### src/sv/lcb_pkg.sv
// Shared types and constants for the LED command blink controller.
package lcb_pkg;

    // Number of LED channels and color codes
    localparam int LED_COUNT = 4;
    localparam logic [3:0] COLOR_FIRST = 4'd1;
    localparam logic [3:0] COLOR_LAST = 4'(LED_COUNT);
    localparam logic [3:0] COLOR_ALL = 4'(LED_COUNT + 1);

    // Action codes
    localparam logic [3:0] ACT_ON = 4'd1;
    localparam logic [3:0] ACT_OFF = 4'd2;
    localparam logic [3:0] ACT_TOGGLE = 4'd3;
    localparam logic [3:0] ACT_BLINK = 4'd4;

    // Field widths
    localparam int TICK_W = 32;
    localparam int UNITS_W = 4;
    localparam int TPU_W = 16;
    localparam int LIMIT_W = UNITS_W + TPU_W;

    // Configuration register map (register index taken from paddr[2])
    localparam int APB_ADDR_W = 3;
    localparam logic REG_TICKS_PER_UNIT = 1'b0;
    localparam logic [TPU_W-1:0] TPU_RESET = 16'd100;

    // Command broadcast to every LED channel
    typedef struct packed {
        logic [3:0] action;
        logic [UNITS_W-1:0] period;
        logic [TICK_W-1:0] now;
    } lcb_cmd_t;

    // Per-channel state after the command and blink check
    typedef struct packed {
        logic led;
        logic blink;
    } lcb_stat_t;

endpackage

### src/sv/lcb_cfg.sv
// APB configuration register block holding ticks_per_unit.
module lcb_cfg
(
    input  logic clk,
    input  logic rst_n,
    input  logic psel,
    input  logic penable,
    input  logic pwrite,
    input  logic [lcb_pkg::APB_ADDR_W-1:0] paddr,
    input  logic [31:0] pwdata,
    output logic [31:0] prdata,
    output logic pready,
    output logic [lcb_pkg::TPU_W-1:0] ticks_per_unit
);

    logic [lcb_pkg::TPU_W-1:0] tpu_reg;
    logic wr_en;

    // The port never inserts wait states.
    assign pready = 1'b1;
    assign wr_en = psel && penable && pwrite
                   && (paddr[2] == lcb_pkg::REG_TICKS_PER_UNIT);

    // Register write
    always_ff @(posedge clk or negedge rst_n)
    begin
        if (!rst_n)
        begin
            tpu_reg <= lcb_pkg::TPU_RESET;
        end
        else if (wr_en)
        begin
            tpu_reg <= pwdata[lcb_pkg::TPU_W-1:0];
        end
    end

    // Register read
    always_comb
    begin
        prdata = '0;
        if (paddr[2] == lcb_pkg::REG_TICKS_PER_UNIT)
        begin
            prdata = {{(32 - lcb_pkg::TPU_W){1'b0}}, tpu_reg};
        end
    end

    assign ticks_per_unit = tpu_reg;

endmodule

### src/sv/lcb_channel.sv
// One LED channel: drive bit, blink enable, blink period and blink start time.
module lcb_channel
(
    input  logic clk,
    input  logic rst_n,
    input  logic step,
    input  logic apply,
    input  lcb_pkg::lcb_cmd_t cmd,
    input  logic [lcb_pkg::TPU_W-1:0] ticks_per_unit,
    output lcb_pkg::lcb_stat_t stat
);

    logic led_reg;
    logic led_next;
    logic blink_reg;
    logic [lcb_pkg::UNITS_W-1:0] units_reg;
    logic [lcb_pkg::TICK_W-1:0] start_reg;
    logic [lcb_pkg::TICK_W-1:0] start_next;

    logic led_after;
    logic blink_after;
    logic [lcb_pkg::UNITS_W-1:0] units_after;
    logic [lcb_pkg::LIMIT_W-1:0] limit;
    logic [lcb_pkg::TICK_W-1:0] elapsed;
    logic fire;

    // Apply the command when this channel is selected.
    always_comb
    begin
        led_after = led_reg;
        blink_after = blink_reg;
        units_after = units_reg;
        if (apply)
        begin
            case (cmd.action)
                lcb_pkg::ACT_ON:
                begin
                    led_after = 1'b1;
                    blink_after = 1'b0;
                end
                lcb_pkg::ACT_OFF:
                begin
                    led_after = 1'b0;
                    blink_after = 1'b0;
                end
                lcb_pkg::ACT_TOGGLE:
                begin
                    led_after = ~led_reg;
                    blink_after = 1'b0;
                end
                lcb_pkg::ACT_BLINK:
                begin
                    blink_after = 1'b1;
                    units_after = cmd.period;
                end
                default:
                begin
                end
            endcase
        end
    end

    // Blink check: toggle once the elapsed time exceeds period times ticks_per_unit.
    assign limit = lcb_pkg::LIMIT_W'(units_after) * lcb_pkg::LIMIT_W'(ticks_per_unit);
    assign elapsed = cmd.now - start_reg;
    assign fire = blink_after
                  && (elapsed > {{(lcb_pkg::TICK_W - lcb_pkg::LIMIT_W){1'b0}}, limit});
    assign led_next = led_after ^ fire;
    assign start_next = (!blink_after || fire) ? cmd.now : start_reg;

    // Channel state update, once per processed request
    always_ff @(posedge clk or negedge rst_n)
    begin
        if (!rst_n)
        begin
            led_reg <= 1'b0;
            blink_reg <= 1'b0;
            units_reg <= '0;
            start_reg <= '0;
        end
        else if (step)
        begin
            led_reg <= led_next;
            blink_reg <= blink_after;
            units_reg <= units_after;
            start_reg <= start_next;
        end
    end

    assign stat.led = led_next;
    assign stat.blink = blink_after;

endmodule

### src/sv/led_command_blink_controller.sv
// A request passes through the input register and then the result register.
// Throughput: one request per cycle while m_axis_tready is high.
// The input register refills in the same cycle it drains, so there are no bubbles.
// Reset: all LEDs off, blinking stopped, periods and start times zero,
// ticks_per_unit 100, both pipeline registers empty.
module led_command_blink_controller
(
    input  logic clk,
    input  logic rst_n,
    // APB configuration port
    input  logic psel,
    input  logic penable,
    input  logic pwrite,
    input  logic [lcb_pkg::APB_ADDR_W-1:0] paddr,
    input  logic [31:0] pwdata,
    output logic [31:0] prdata,
    output logic pready,
    // Request stream
    input  logic s_axis_tvalid,
    output logic s_axis_tready,
    input  logic [47:0] s_axis_tdata,  // color[3:0], action[7:4], period[11:8], now[43:12]
    // Result stream
    output logic m_axis_tvalid,
    input  logic m_axis_tready,
    output logic [7:0] m_axis_tdata    // leds[3:0], blinking[7:4]
);

    localparam int N = lcb_pkg::LED_COUNT;

    logic [lcb_pkg::TPU_W-1:0] ticks_per_unit;

    logic in_valid_reg;
    logic in_valid_next;
    logic [3:0] color_reg;
    logic [3:0] action_reg;
    logic [lcb_pkg::UNITS_W-1:0] period_reg;
    logic [lcb_pkg::TICK_W-1:0] now_reg;

    logic out_valid_reg;
    logic out_valid_next;
    logic [N-1:0] leds_reg;
    logic [N-1:0] blinking_reg;

    logic accept;
    logic advance;
    logic cmd_ok;
    logic [N-1:0] sel;
    logic [N-1:0] leds_new;
    logic [N-1:0] blinking_new;
    lcb_pkg::lcb_cmd_t cmd;
    lcb_pkg::lcb_stat_t stat [N];

    // Configuration registers
    lcb_cfg u_cfg
    (
        .clk            (clk),
        .rst_n          (rst_n),
        .psel           (psel),
        .penable        (penable),
        .pwrite         (pwrite),
        .paddr          (paddr),
        .pwdata         (pwdata),
        .prdata         (prdata),
        .pready         (pready),
        .ticks_per_unit (ticks_per_unit)
    );

    // Handshake: the input register moves on whenever the result register is empty or being drained.
    assign advance = in_valid_reg && (!out_valid_reg || m_axis_tready);
    assign s_axis_tready = !in_valid_reg || advance;
    assign accept = s_axis_tvalid && s_axis_tready;

    always_comb
    begin
        in_valid_next = in_valid_reg;
        if (accept)
        begin
            in_valid_next = 1'b1;
        end
        else if (advance)
        begin
            in_valid_next = 1'b0;
        end
    end

    always_comb
    begin
        out_valid_next = out_valid_reg;
        if (advance)
        begin
            out_valid_next = 1'b1;
        end
        else if (m_axis_tready)
        begin
            out_valid_next = 1'b0;
        end
    end

    // Input register
    always_ff @(posedge clk or negedge rst_n)
    begin
        if (!rst_n)
        begin
            in_valid_reg <= 1'b0;
        end
        else
        begin
            in_valid_reg <= in_valid_next;
        end
    end

    always_ff @(posedge clk)
    begin
        if (accept)
        begin
            color_reg <= s_axis_tdata[3:0];
            action_reg <= s_axis_tdata[7:4];
            period_reg <= s_axis_tdata[11:8];
            now_reg <= s_axis_tdata[43:12];
        end
    end

    // Color decode: one LED, all LEDs, or none for an invalid color.
    always_comb
    begin
        sel = '0;
        if (color_reg inside {[lcb_pkg::COLOR_FIRST:lcb_pkg::COLOR_LAST]})
        begin
            sel = N'(1) << (color_reg - lcb_pkg::COLOR_FIRST);
        end
        else if (color_reg == lcb_pkg::COLOR_ALL)
        begin
            sel = '1;
        end
        cmd_ok = action_reg inside {[lcb_pkg::ACT_ON:lcb_pkg::ACT_BLINK]};
    end

    assign cmd.action = action_reg;
    assign cmd.period = period_reg;
    assign cmd.now = now_reg;

    // LED channels, all updated in parallel
    for (genvar i = 0; i < N; i++)
    begin : g_chan
        lcb_channel u_chan
        (
            .clk            (clk),
            .rst_n          (rst_n),
            .step           (advance),
            .apply          (sel[i] && cmd_ok),
            .cmd            (cmd),
            .ticks_per_unit (ticks_per_unit),
            .stat           (stat[i])
        );
        assign leds_new[i] = stat[i].led;
        assign blinking_new[i] = stat[i].blink;
    end

    // Result register
    always_ff @(posedge clk or negedge rst_n)
    begin
        if (!rst_n)
        begin
            out_valid_reg <= 1'b0;
        end
        else
        begin
            out_valid_reg <= out_valid_next;
        end
    end

    always_ff @(posedge clk)
    begin
        if (advance)
        begin
            leds_reg <= leds_new;
            blinking_reg <= blinking_new;
        end
    end

    assign m_axis_tvalid = out_valid_reg;
    assign m_axis_tdata = {blinking_reg, leds_reg};

    // A processed request always lands in the result register.
    a_advance_fills: assert property (@(posedge clk) disable iff (!rst_n)
        advance |=> out_valid_reg)
        else $error("processed request did not produce a result");

    // A stalled result must never be overwritten.
    a_no_overwrite: assert property (@(posedge clk) disable iff (!rst_n)
        (out_valid_reg && !m_axis_tready) |-> !advance)
        else $error("stalled result overwritten");

    // A held request stays in the input register until processed.
    a_hold_input: assert property (@(posedge clk) disable iff (!rst_n)
        (in_valid_reg && !advance) |=> (in_valid_reg && $stable(now_reg)))
        else $error("pending request lost");

endmodule
### config.mk
export PLATFORM = sky130hd
export DESIGN_NAME = led_command_blink_controller
export DESIGN_NICKNAME = d
export VERILOG_FILES = /design/src/sv/lcb_pkg.sv /design/src/sv/lcb_cfg.sv /design/src/sv/lcb_channel.sv /design/src/sv/led_command_blink_controller.sv
export SDC_FILE = /design/constraint.sdc
export NUM_CORES = 1
export LEC_CHECK = 0
export BUFFER_PORTS_ARGS = -buffer_cell sky130_fd_sc_hd__buf_2
export CORE_ASPECT_RATIO = 0.7
export CORE_UTILIZATION = 67
export CTS_CLUSTER_SIZE = 8
export DETAILED_ROUTE_END_ITERATION = 12
export GPL_TIMING_DRIVEN = 0
export PLACE_DENSITY = 0.86
export SLEW_MARGIN = 20
export SYNTH_ARGS = -nofsm -noshare
export SYNTH_HDL_FRONTEND = slang
export SYNTH_SLANG_ARGS = --single-unit
### constraint.sdc
create_clock -name clk -period 14.9 [get_ports clk]
set_input_delay 2.235 -clock clk [delete_from_list [all_inputs] [get_ports clk]]
set_output_delay 2.235 -clock clk [all_outputs]
set_load 0.05 [all_outputs]
Word-level counts from Yosys, hierarchy flattened
Index checks and enable logic that the tools add are counted.
{ "classes": {"add_sub_neg": 5, "n_mul": 4, "div_mod_pow": 0, "n_lt_le_gt_ge": 8, "n_eq_ne": 5, "shifts": 1, "muxes": 31, "bitwise_logic": 9, "n_reduce_logical": 34} }
{ "ops": {"columns": ["op", "n"], "rows": [
  ["greater-than comparator 32 x 20 -> 1 bit", 4],
  ["subtractor 32 bit", 4],
  ["multiplier 4 x 16 -> 20 bit", 4],
  ["two-way mux 4 bit", 10],
  ["two-way mux 16 bit", 1],
  ["logical AND 1 bit", 15],
  ["two-way mux 1 bit", 12],
  ["case mux 1 bit (3 select lines)", 4],
  ["== test 4 x 2 -> 1 bit, second input constant", 2],
  ["== test 4 x 3 -> 1 bit, second input constant", 2],
  [">= comparator 4 x 1 -> 1 bit, second input constant", 2],
  ["less-or-equal comparator 4 x 3 -> 1 bit, second input constant", 2],
  ["case mux 1 bit (2 select lines)", 4],
  ["AND reduction 2 bit", 4],
  ["logical NOT 1 bit", 6],
  ["logical OR 1 bit", 6],
  ["inverter 1 bit", 5],
  ["== test 4 x 1 -> 1 bit, second input constant", 1],
  ["nonzero test 2 bit", 2],
  ["<< shifter 1 x 4 -> 4 bit, first input constant", 1],
  ["subtractor 4 x 1 -> 4 bit, second input constant", 1],
  ["XOR 1 bit", 4],
  ["OR reduction 3 bit", 1]
]} }
{ "totals": {"regBits": 222, "latchBits": 0, "mem_bits_rw": 0, "rom_bits": 0, "memories": 0} }

Longest topological paths before layout
Gate-level depths: netlist (run 1).
{ "logic_depth": {"ltp_word": 10, "mapped_depth": 43} }

Cells and area by module
A second synthesis (run 1) with hierarchy kept.
{ "hier_totals": {"hier_cells": 3003, "hier_area_um2": 26778.2} }
{ "modules_own_cells": {"columns": ["mod", "n_inst", "cells_each", "area_per_inst_um2", "seq_area_each_um2"], "rows": [
  ["lcb_channel at g_chan[2].u_chan", 1, 724, 6118.4, 950.9],
  ["lcb_channel at g_chan[1].u_chan", 1, 720, 6115.9, 950.9],
  ["lcb_channel at g_chan[3].u_chan", 1, 687, 5896.9, 950.9],
  ["lcb_channel at g_chan[0].u_chan", 1, 715, 5894.4, 950.9],
  ["led_command_blink_controller", 1, 87, 1849.3, 1611.5],
  ["lcb_cfg", 1, 70, 903.4, 404.1]
]} }

Worst setup path after synthesis (run 1)
No wires, ideal clock.
{ "synth_timing": {"path_type": "register -> register", "start": "register color_reg[0]", "end": "register g_chan[1].u_chan.start_reg[0] (netlist name)", "setup_ns": 0.125, "t_arrival_ns": 8.065, "required_time_ns": 14.775, "path_slack_ns": 6.710, "stages_incl_launch_ff": 39, "path_buffers": 3, "synth_period_minus_slack_ns": 8.190, "cell_sequence": "edfxtp_1 > inv_1 > ha_1 > nor3b_1 > nor3_1 > o21ai_0 > a21oi_1 > and2_1 > clkbuf_1 > mux2i_1 > clkbuf_1 > nor2b_1 > fa_1 > inv_1 > fa_1 > inv_1 > ha_1 > a21oi_1 > [... 3 more ...] > a41oi_1 > a211oi_1 > o31ai_1 > nand2b_1 > a21oi_1 > xor2_1 > ha_1 > nand4_1 > or3_1 > o32ai_1 > a211oi_1 > nand4_1 > nand4b_1 > nor4_4 > and4b_4 > nor2_8 > buf_12 > mux2_4"} }
{ "synth_between": {"elab_chain_cells": 10, "word_cells_on_any_way": 17} }
{ "synth_rtl": {"columns": ["element", "line_no", "rtl"], "rows": [
  ["from (decl)", "led_command_blink_controller.sv:34", "logic [3:0] color_reg;"],
  ["from (signal assigned)", "led_command_blink_controller.sv:116", "color_reg <= s_axis_tdata[3:0];"],
  ["subtractor 4 x 1 -> 4 bit (tied with other cells)", "led_command_blink_controller.sv:129", "sel = N'(1) << (color_reg - lcb_pkg::COLOR_FIRST);"],
  ["<< shifter 1 x 4 -> 4 bit (tied with other cells)", "led_command_blink_controller.sv:129", null],
  ["two-way mux 4 bit *", "led_command_blink_controller.sv:127", "if (color_reg inside {[lcb_pkg::COLOR_FIRST:lcb_pkg::COLOR_LAST]})"],
  ["logical AND 1 bit *", "led_command_blink_controller.sv:150", ".apply (sel[i] && cmd_ok),"],
  ["two-way mux 4 bit", "lcb_channel.sv:33", "if (apply)"],
  ["multiplier 4 x 16 -> 20 bit", "lcb_channel.sv:64", "assign limit = lcb_pkg::LIMIT_W'(units_after) * lcb_pkg::LIMIT_W'(ticks_per_unit);"],
  ["greater-than comparator 32 x 20 -> 1 bit", "lcb_channel.sv:67", "&& (elapsed > {{(lcb_pkg::TICK_W - lcb_pkg::LIMIT_W){1'b0}}, limit});"],
  ["logical AND 1 bit", "lcb_channel.sv:67", null],
  ["logical OR 1 bit *", "lcb_channel.sv:69", "assign start_next = (!blink_after || fire) ? cmd.now : start_reg;"],
  ["AND reduction 2 bit (no line) *", null, null],
  ["to (signal assigned)", "lcb_channel.sv:86", "start_reg <= start_next;"],
  ["to (decl)", "lcb_channel.sv:17", "logic [lcb_pkg::TICK_W-1:0] start_reg;"]
]} }
Every way passes the cells marked *; elsewhere a longest branch is shown, timed or not.
A chain may end at the register's enable or synchronous reset.

Worst setup path after layout (run 1)
{ "layout_timing": {"start": "register color_reg[0]", "end": "register g_chan[3].u_chan.start_reg[29] (netlist name)"} }
{ "layout_between": {"elab_chain_cells": 10, "word_cells_on_any_way": 17} }
{ "layout_rtl": {"columns": ["element", "line_no"], "rows": [
  ["subtractor 4 x 1 -> 4 bit (tied with other cells)", "led_command_blink_controller.sv:129"],
  ["<< shifter 1 x 4 -> 4 bit (tied with other cells)", "led_command_blink_controller.sv:129"],
  ["two-way mux 4 bit *", "led_command_blink_controller.sv:127"],
  ["logical AND 1 bit *", "led_command_blink_controller.sv:150"],
  ["two-way mux 4 bit", "lcb_channel.sv:33"],
  ["multiplier 4 x 16 -> 20 bit", "lcb_channel.sv:64"],
  ["greater-than comparator 32 x 20 -> 1 bit", "lcb_channel.sv:67"],
  ["logical AND 1 bit", "lcb_channel.sv:67"],
  ["logical OR 1 bit *", "lcb_channel.sv:69"],
  ["AND reduction 2 bit (no line) *", null],
  ["to (signal assigned)", "lcb_channel.sv:86"],
  ["to (decl)", "lcb_channel.sv:17"]
]} }
Marks and branches as above.

==> metrics.txt, run 1 <==
CTS max path bufs=3; share of layout cells above drive strength 1=0.114; Final Skew=33.4 ps; Buffers on Ports=93; Initial Utilization=0.688; Clock Latency Late Sink=540 ps; RSZ-0062 raised after global routing=no; metal3 WL=6.23 mm; die outline width=237 um; CP startpoint=color_reg[0]$_DFFE_PP_; GPL Wtd Cong=1.01; Tcrit/Tclk final=0.708; final hold vios=0; CP Capture Type=flop; P_leak=13.4 nW; Synth-to-Final Area Change=8.64%; CP top delay family=compound AO/OA/AOI/OAI gates; Critical Path AT=10930 ps; # H-tree levels=2; CP required=15290 ps; Final min period=10540 ps; Worst Max-Slew Pin Slew=1210 ps; die area=39400 sq um; number of setup buffers added after CTS=0; combinational power share=0.544; core area=37600 sq um; reg2reg start=color_reg[0]$_DFFE_PP_; DR vias=22.3k; Hold Path Class=flop to flop; Unique masters post-synth=95; hold path startpoint=g_chan[2].u_chan.units_reg[0]$_DFFE_PN0P_; Mapped Area=25800 sq um; Final setup viols=0; TNS Setup=0 ps; Inserted Clock Buffers=34; register area share after synthesis=0.225; crit path buf inv count=4; CP peak stage delay=830 ps; Post-CTS Resized=0; Worst R2R Setup Slack=4360 ps; first-pass GRT wire length=114 mm; Main synth FF type=dfrtp_1; grt ovf=0; pwr/cell area=125 nW/um^2; status=completed; Sw Pwr=0.00154 W; Yosys Warn Count=0; Int Pwr=0.00197 W; Metal-1 WL=31.0 mm; achievable frequency=94.8 MHz; CTS tree=yes; num rows=59; max-slew violations=0; peak fanout along the critical path=10; die height=166 um; gr usage total=0.366; uppermost routed layer=met4; pin count of the biggest net entering global routing=101; Final HPWL DP=56.5 mm; max-cap viol count=0; routed vias/inst=6.19; Layout Cells excl Fill=3598; Post-synth EDFFs=52; top cells by area, synth=dfrtp_1, ha_1, fa_1, edfxtp_1, inv_1; wire length per cell=19.8 um; initial antenna violation count=1; Seq cells post-synth=222; most numerous cell in the Yosys netlist=inv_1; Clk pwr share=0.217; Antenna Cells=0; number of iterations in the first detailed-routing pass=6; initial DRC count=1740; Slowest cell on crit path=mux2i_1; max reg flops=128; drt total wl=71.3 mm; CTS Hold Buffers Added=0; Worst VDD drop=93.8 uV; ys async rst share=0.766; Clock Sinks=222; crit path launch type=flop; syn avg cell area=8.78 sq um; antenna viol nets, final=0; post-synth top area share=0.162; switching share of power=0.438; relative slew slack=0.189; Final #Nets=3597; most used cell along the critical path=a21oi_1; dpl cells=3540; Setup CP Type=flop to flop; # DRC=0; Flop pwr share=0.239; root buf cell=clkbuf_16; Gate Count Post-Synth=2942; Worst-path clk slew=60 ps; met2 wire length=31.5 mm; io pins=133; vias in the first global route=22.1k; area leader, netlist=dfrtp_1; synth cell count leaders=inv_1, ha_1, nand2_1, nor2b_1, a21oi_1
[stage by stage]
stage / total power (W) / setup WS (ps) / utilization / hold slack, ps / area, sq um
final: 0.00351 / 4360 / 0.747 / 473 / 28100
after global routing: 0.00375 / 3640 / 0.747 / 502 / 28100
after CTS: 0.00348 / 4650 / 0.747 / 474 / 28100
after detailed placement: 0.00270 / 4670 / 0.720 / 460 / 27000
after global placement: 0.00261 / 4950 / 0.718 / 453 / 27000
after floorplan: 0.00221 / 6710 / - / 440 / 25900
[worst paths after layout]
path / end / depth (start not counted)
max in group asynchronous: g_chan[0].u_chan.start_reg[10]$_DFFE_PN0P_ / 2
hold reg to reg: g_chan[2].u_chan.units_reg[0]$_DFFE_PN0P_ / 2
min in group asynchronous: g_chan[1].u_chan.start_reg[29]$_DFFE_PN0P_ / 1
setup reg to reg: g_chan[3].u_chan.start_reg[29]$_DFFE_PN0P_ / 35
setup / recovery: g_chan[3].u_chan.start_reg[29]$_DFFE_PN0P_ / 35
hold / removal: g_chan[2].u_chan.units_reg[0]$_DFFE_PN0P_ / 2
[cell families after synthesis]
family | Yosys count | synth area share
other cells | 2 | 0.000291
compound gates | 633 | 0.157
simple gates | 835 | 0.169
fa+ha+maj | 419 | 0.237
flops | 222 | 0.225
buf+inv | 501 | 0.0795
xor+xnor | 148 | 0.0502
mux | 182 | 0.0826
[cell usage in the layout (no fill, tap or decap), types with 70 or more instances in the layout]
cell / count
xnor2_1: 81
o21ai_0: 129
a21oi_1: 205
fa_1: 116
clkbuf_1: 87
nor2_1: 122
buf_2: 96
ha_1: 303
mux2_2: 118
nand2_1: 231
nor2b_1: 217
inv_1: 398
a21o_1: 70
dfrtp_1: 167
[area by class of cell]
class	instances	area, sq um
Multi-Input combinational cell	2234	18000
Fill cell	2701	9500
Sequential cell	222	5820
Inverter	398	1490
Clock buffer	55	971
Tap cell	488	611
Buffer	103	561
Timing Repair Buffer	95	523
Clock inverter	3	58.8
[power by group through the flow]
stage | Sequential (W) | Clock (W) | Combinational (W)
floorplan | 0.000808 | 0 | 0.00141
global placement | 0.000832 | 0 | 0.00178
detailed placement | 0.000838 | 0 | 0.00186
CTS | 0.000830 | 0.000768 | 0.00188
global route | 0.000846 | 0.000797 | 0.00211
finish | 0.000838 | 0.000761 | 0.00191
[worst min-delay path, delay by kind of cell, from the launching register on]
kind,cells,cell delay (ps)
simple gates,2,100
flops,1,340
[layer usage]
metal  vias up  GRT usage
met2       901      0.575
met1     10900      0.505
li1      10400          -
met3       172     0.0746
met4         0      0.123
met5         -          0
Note: power is estimated with default switching activity, not from simulation.
==> run 2: changes to the inputs <==
--- a/config.mk
+++ b/config.mk
@@ -7,11 +7,11 @@
 export LEC_CHECK = 0
 export BUFFER_PORTS_ARGS = -buffer_cell sky130_fd_sc_hd__buf_2
 export CORE_ASPECT_RATIO = 0.7
-export CORE_UTILIZATION = 67
+export CORE_UTILIZATION = 58
 export CTS_CLUSTER_SIZE = 8
 export DETAILED_ROUTE_END_ITERATION = 12
 export GPL_TIMING_DRIVEN = 0
-export PLACE_DENSITY = 0.86
+export PLACE_DENSITY = 0.79
 export SLEW_MARGIN = 20
 export SYNTH_ARGS = -nofsm -noshare
 export SYNTH_HDL_FRONTEND = slang
==> constraint.sdc (replaced) <==
create_clock -name clk -period 8.56 [get_ports clk]
set_input_delay 1.284 -clock clk [delete_from_list [all_inputs] [get_ports clk]]
set_output_delay 1.284 -clock clk [all_outputs]
set_load 0.05 [all_outputs]
==> run 2 against run 1 <==
Core utilization is 7.6 points lower. Flip-flop and latch count is the same. Die area is 15% higher. Sequential share of layout area fell by 0.92 points. Final cell count up 4.8%. Power is 78% higher. Clock power rose by 71%. First-iteration DRC count increased by 0.34%. Routed wire length up 3.8%. Via count is 0.39% higher. Critical endpoint is now g_chan[0].u_chan.start_reg[11]$_DFFE_PN0P_. Hold slack gained 2.9 ps. Global-route usage is 4.5 points lower.
==> metrics.txt, run 2 (same netlist as run 1, synthesis figures left out) <==
Initial Utilization=0.590 (was 0.688); reg2reg start=color_reg[0]$_DFFE_PP_ (unchanged); r2r endpoint=g_chan[0].u_chan.start_reg[11]$_DFFE_PN0P_ (was g_chan[3].u_chan.start_reg[29]$_DFFE_PN0P_); GPL Wtd Cong=0.961 (was 1.01); Critical Path AT=8690 ps (was 10930 ps); Tcrit/Tclk final=0.967 (was 0.708); num rows=64 (was 59); CTS max path bufs=3 (unchanged); core area=43800 sq um (was 37600 sq um); CP required=8970 ps (was 15290 ps); FF-to-FF path depth=40 (was 35); Synth-to-Final Area Change=13.7% (was 8.64%); final hold vios=0 (unchanged); pin count of the biggest net entering global routing=91 (was 101); Clock Latency Late Sink=540 ps (about the same); Int Pwr=0.00350 W (was 0.00197 W); Worst VDD drop=160 uV (was 93.8 uV); max-cap viol count=0 (unchanged); io pins=133 (unchanged); initial DRC count=1746 (was 1740); Inserted Clock Buffers=35 (was 34); Final #Nets=3664 (was 3597); Post-DP Area=27200 sq um (was 27000 sq um); status=completed (unchanged); Worst Setup Slack, final=281 ps (was 4360 ps); Worst R2R Setup Slack=280 ps (was 4360 ps); routed vias/inst=5.94 (was 6.19); Worst-path clk slew=50 ps (was 60 ps); peak fanout along the critical path=10 (unchanged); CP Capture Type=flop (unchanged); switching share of power=0.441 (was 0.438); P_leak=13.9 nW (was 13.4 nW); most frequent cells in the layout=inv_1, ha_1, nand2_1 (unchanged); CP peak stage delay=510 ps (was 830 ps); Clk pwr share=0.208 (was 0.217); antenna viol nets, final=0 (unchanged); combinational power share=0.557 (was 0.544); Final setup viols=0 (unchanged); Final Cell Area=29400 sq um (was 28100 sq um); Final min period=8280 ps (was 10540 ps); vias in the first global route=22.0k (was 22.1k); # DRC=0 (unchanged); CP endpoint=g_chan[0].u_chan.start_reg[11]$_DFFE_PN0P_ (was g_chan[3].u_chan.start_reg[29]$_DFFE_PN0P_); most used cell along the critical path=a21o_1 (was a21oi_1); Flop pwr share=0.235 (was 0.239); wire length per cell=19.6 um (was 19.8 um); pwr/cell area=213 nW/um^2 (was 125 nW/um^2); root buf cell=clkbuf_16 (unchanged); drt total wl=74.0 mm (was 71.3 mm); crit path launch type=flop (unchanged); Hold Path Class=flop to flop (unchanged); CP startpoint=color_reg[0]$_DFFE_PP_ (unchanged); die area=45400 sq um (was 39400 sq um); Slowest cell on crit path=fa_1 (was mux2i_1); gr usage total=0.321 (was 0.366); # H-tree levels=2 (unchanged); Clock Sinks=222 (unchanged); DR vias=22.4k (was 22.3k); die outline width=254 um (was 237 um); number of iterations in the first detailed-routing pass=8 (was 6); commonest non-fill, non-tap cell in the layout=inv_1 (unchanged); Final Skew=31.2 ps (was 33.4 ps); Worst Max-Slew Pin Slew=1150 ps (was 1210 ps); die height=179 um (was 166 um); grt ovf=0 (unchanged); CP Depth=40 (was 35); Antenna Cells=0 (unchanged); Setup CP Type=flop to flop (unchanged); max reg flops=128 (unchanged); Final HPWL DP=57.3 mm (was 56.5 mm); crit path buf inv count=6 (was 4); relative slew slack=0.229 (was 0.189); CTS tree=yes (unchanged); Sw Pwr=0.00276 W (was 0.00154 W); share of layout cells above drive strength 1=0.162 (was 0.114); Buffers on Ports=93 (unchanged); max-slew violations=0 (unchanged); achievable frequency=121 MHz (was 94.8 MHz); first-pass GRT wire length=114 mm (about the same); CP top delay family=compound AO/OA/AOI/OAI gates (unchanged); initial antenna violation count=1 (unchanged); pre-CTS setup slack=-1870 ps (was 4670 ps)
==> run 2: cell count changes in the layout (fill, tap and decap cells not counted), sizes merged <==
cell,before,now
clkbuf,127,114
bufinv,1,0
clkinv,0,1
clkinvlp,0,1
buf,126,204
==> run 2: power groups by stage <==
| stage | Sequential (W) | Clock (W) | Combinational (W) |
|---|---|---|---|
| 2_1_floorplan | 0.00141 | 0 | 0.00245 |
| 3_3_place_gp | 0.00146 | 0 | 0.00310 |
| 3_5_place_dp | 0.00146 | 0 | 0.00324 |
| 4_1_cts | 0.00146 | 0.00132 | 0.00332 |
| 5_1_grt | 0.00148 | 0.00136 | 0.00385 |
| 6_report | 0.00147 | 0.00130 | 0.00349 |
==> run 2: worst min-delay path by stage <==
stage                                          startpoint                                         end  depth (start not counted)
2_1_floorplan   g_chan[2].u_chan.units_reg[0]$_DFFE_PN0P_   g_chan[2].u_chan.units_reg[0]$_DFFE_PN0P_                          2
3_3_place_gp    g_chan[1].u_chan.units_reg[0]$_DFFE_PN0P_   g_chan[1].u_chan.units_reg[0]$_DFFE_PN0P_                          2
3_5_place_dp    g_chan[0].u_chan.units_reg[0]$_DFFE_PN0P_   g_chan[0].u_chan.units_reg[0]$_DFFE_PN0P_                          2
4_1_cts         g_chan[0].u_chan.units_reg[0]$_DFFE_PN0P_   g_chan[0].u_chan.units_reg[0]$_DFFE_PN0P_                          2
5_1_grt        g_chan[2].u_chan.start_reg[21]$_DFFE_PN0P_  g_chan[2].u_chan.start_reg[21]$_DFFE_PN0P_                          1
6_report        g_chan[0].u_chan.units_reg[0]$_DFFE_PN0P_   g_chan[0].u_chan.units_reg[0]$_DFFE_PN0P_                          2
==> run 2: layer usage <==
metal	global-route usage	up-vias	routed length, um	part of all wire
li1	-	10500	-	-
met1	0.447	10900	32800	0.44
met2	0.492	830	32600	0.44
met3	0.0594	191	5700	0.077
met4	0.131	0	2830	0.038
met5	0	-	0	0
==> run 2: what timing repair did <==
item                       CTS  global route
gates cloned                 2             2
setup endpoints to repair  136           136
hold buffers                 0             0
pin swaps                   13            57
setup buffers               19            46
resized for setup           87           114
==> run 2: final cells by class <==
type	instances	area [sq um]
Clock buffer	54	977
Sequential cell	222	5820
Timing Repair Buffer	164	1070
Clock inverter	4	41.3
Buffer	100	651
Tap cell	594	743
Inverter	398	1500
Fill cell	3524	14400
Multi-Input combinational cell	2234	18600
==> run 2: worst reg2reg max path, delay by kind of cell (launching register included) <==
family | cells | cell delay [ps]
flops | 1 | 380
fa+ha+maj | 5 | 1830
xor+xnor | 1 | 170
simple gates | 9 | 1820
buf+inv | 6 | 670
compound gates | 17 | 2680
mux | 2 | 640
==> run 2: through the flow <==
stage	hold WS, ps	std cells	util	power, W	TNS [ps]
finish	476	3770	0.671	0.00626	0
global route	509	3770	0.671	0.00669	-4600
CTS	476	3723	0.655	0.00609	-9.11
detailed placement	462	3646	0.620	0.00471	-205680
global placement	457	3644	0.619	0.00456	-179700
floorplan	440	2957	-	0.00386	0
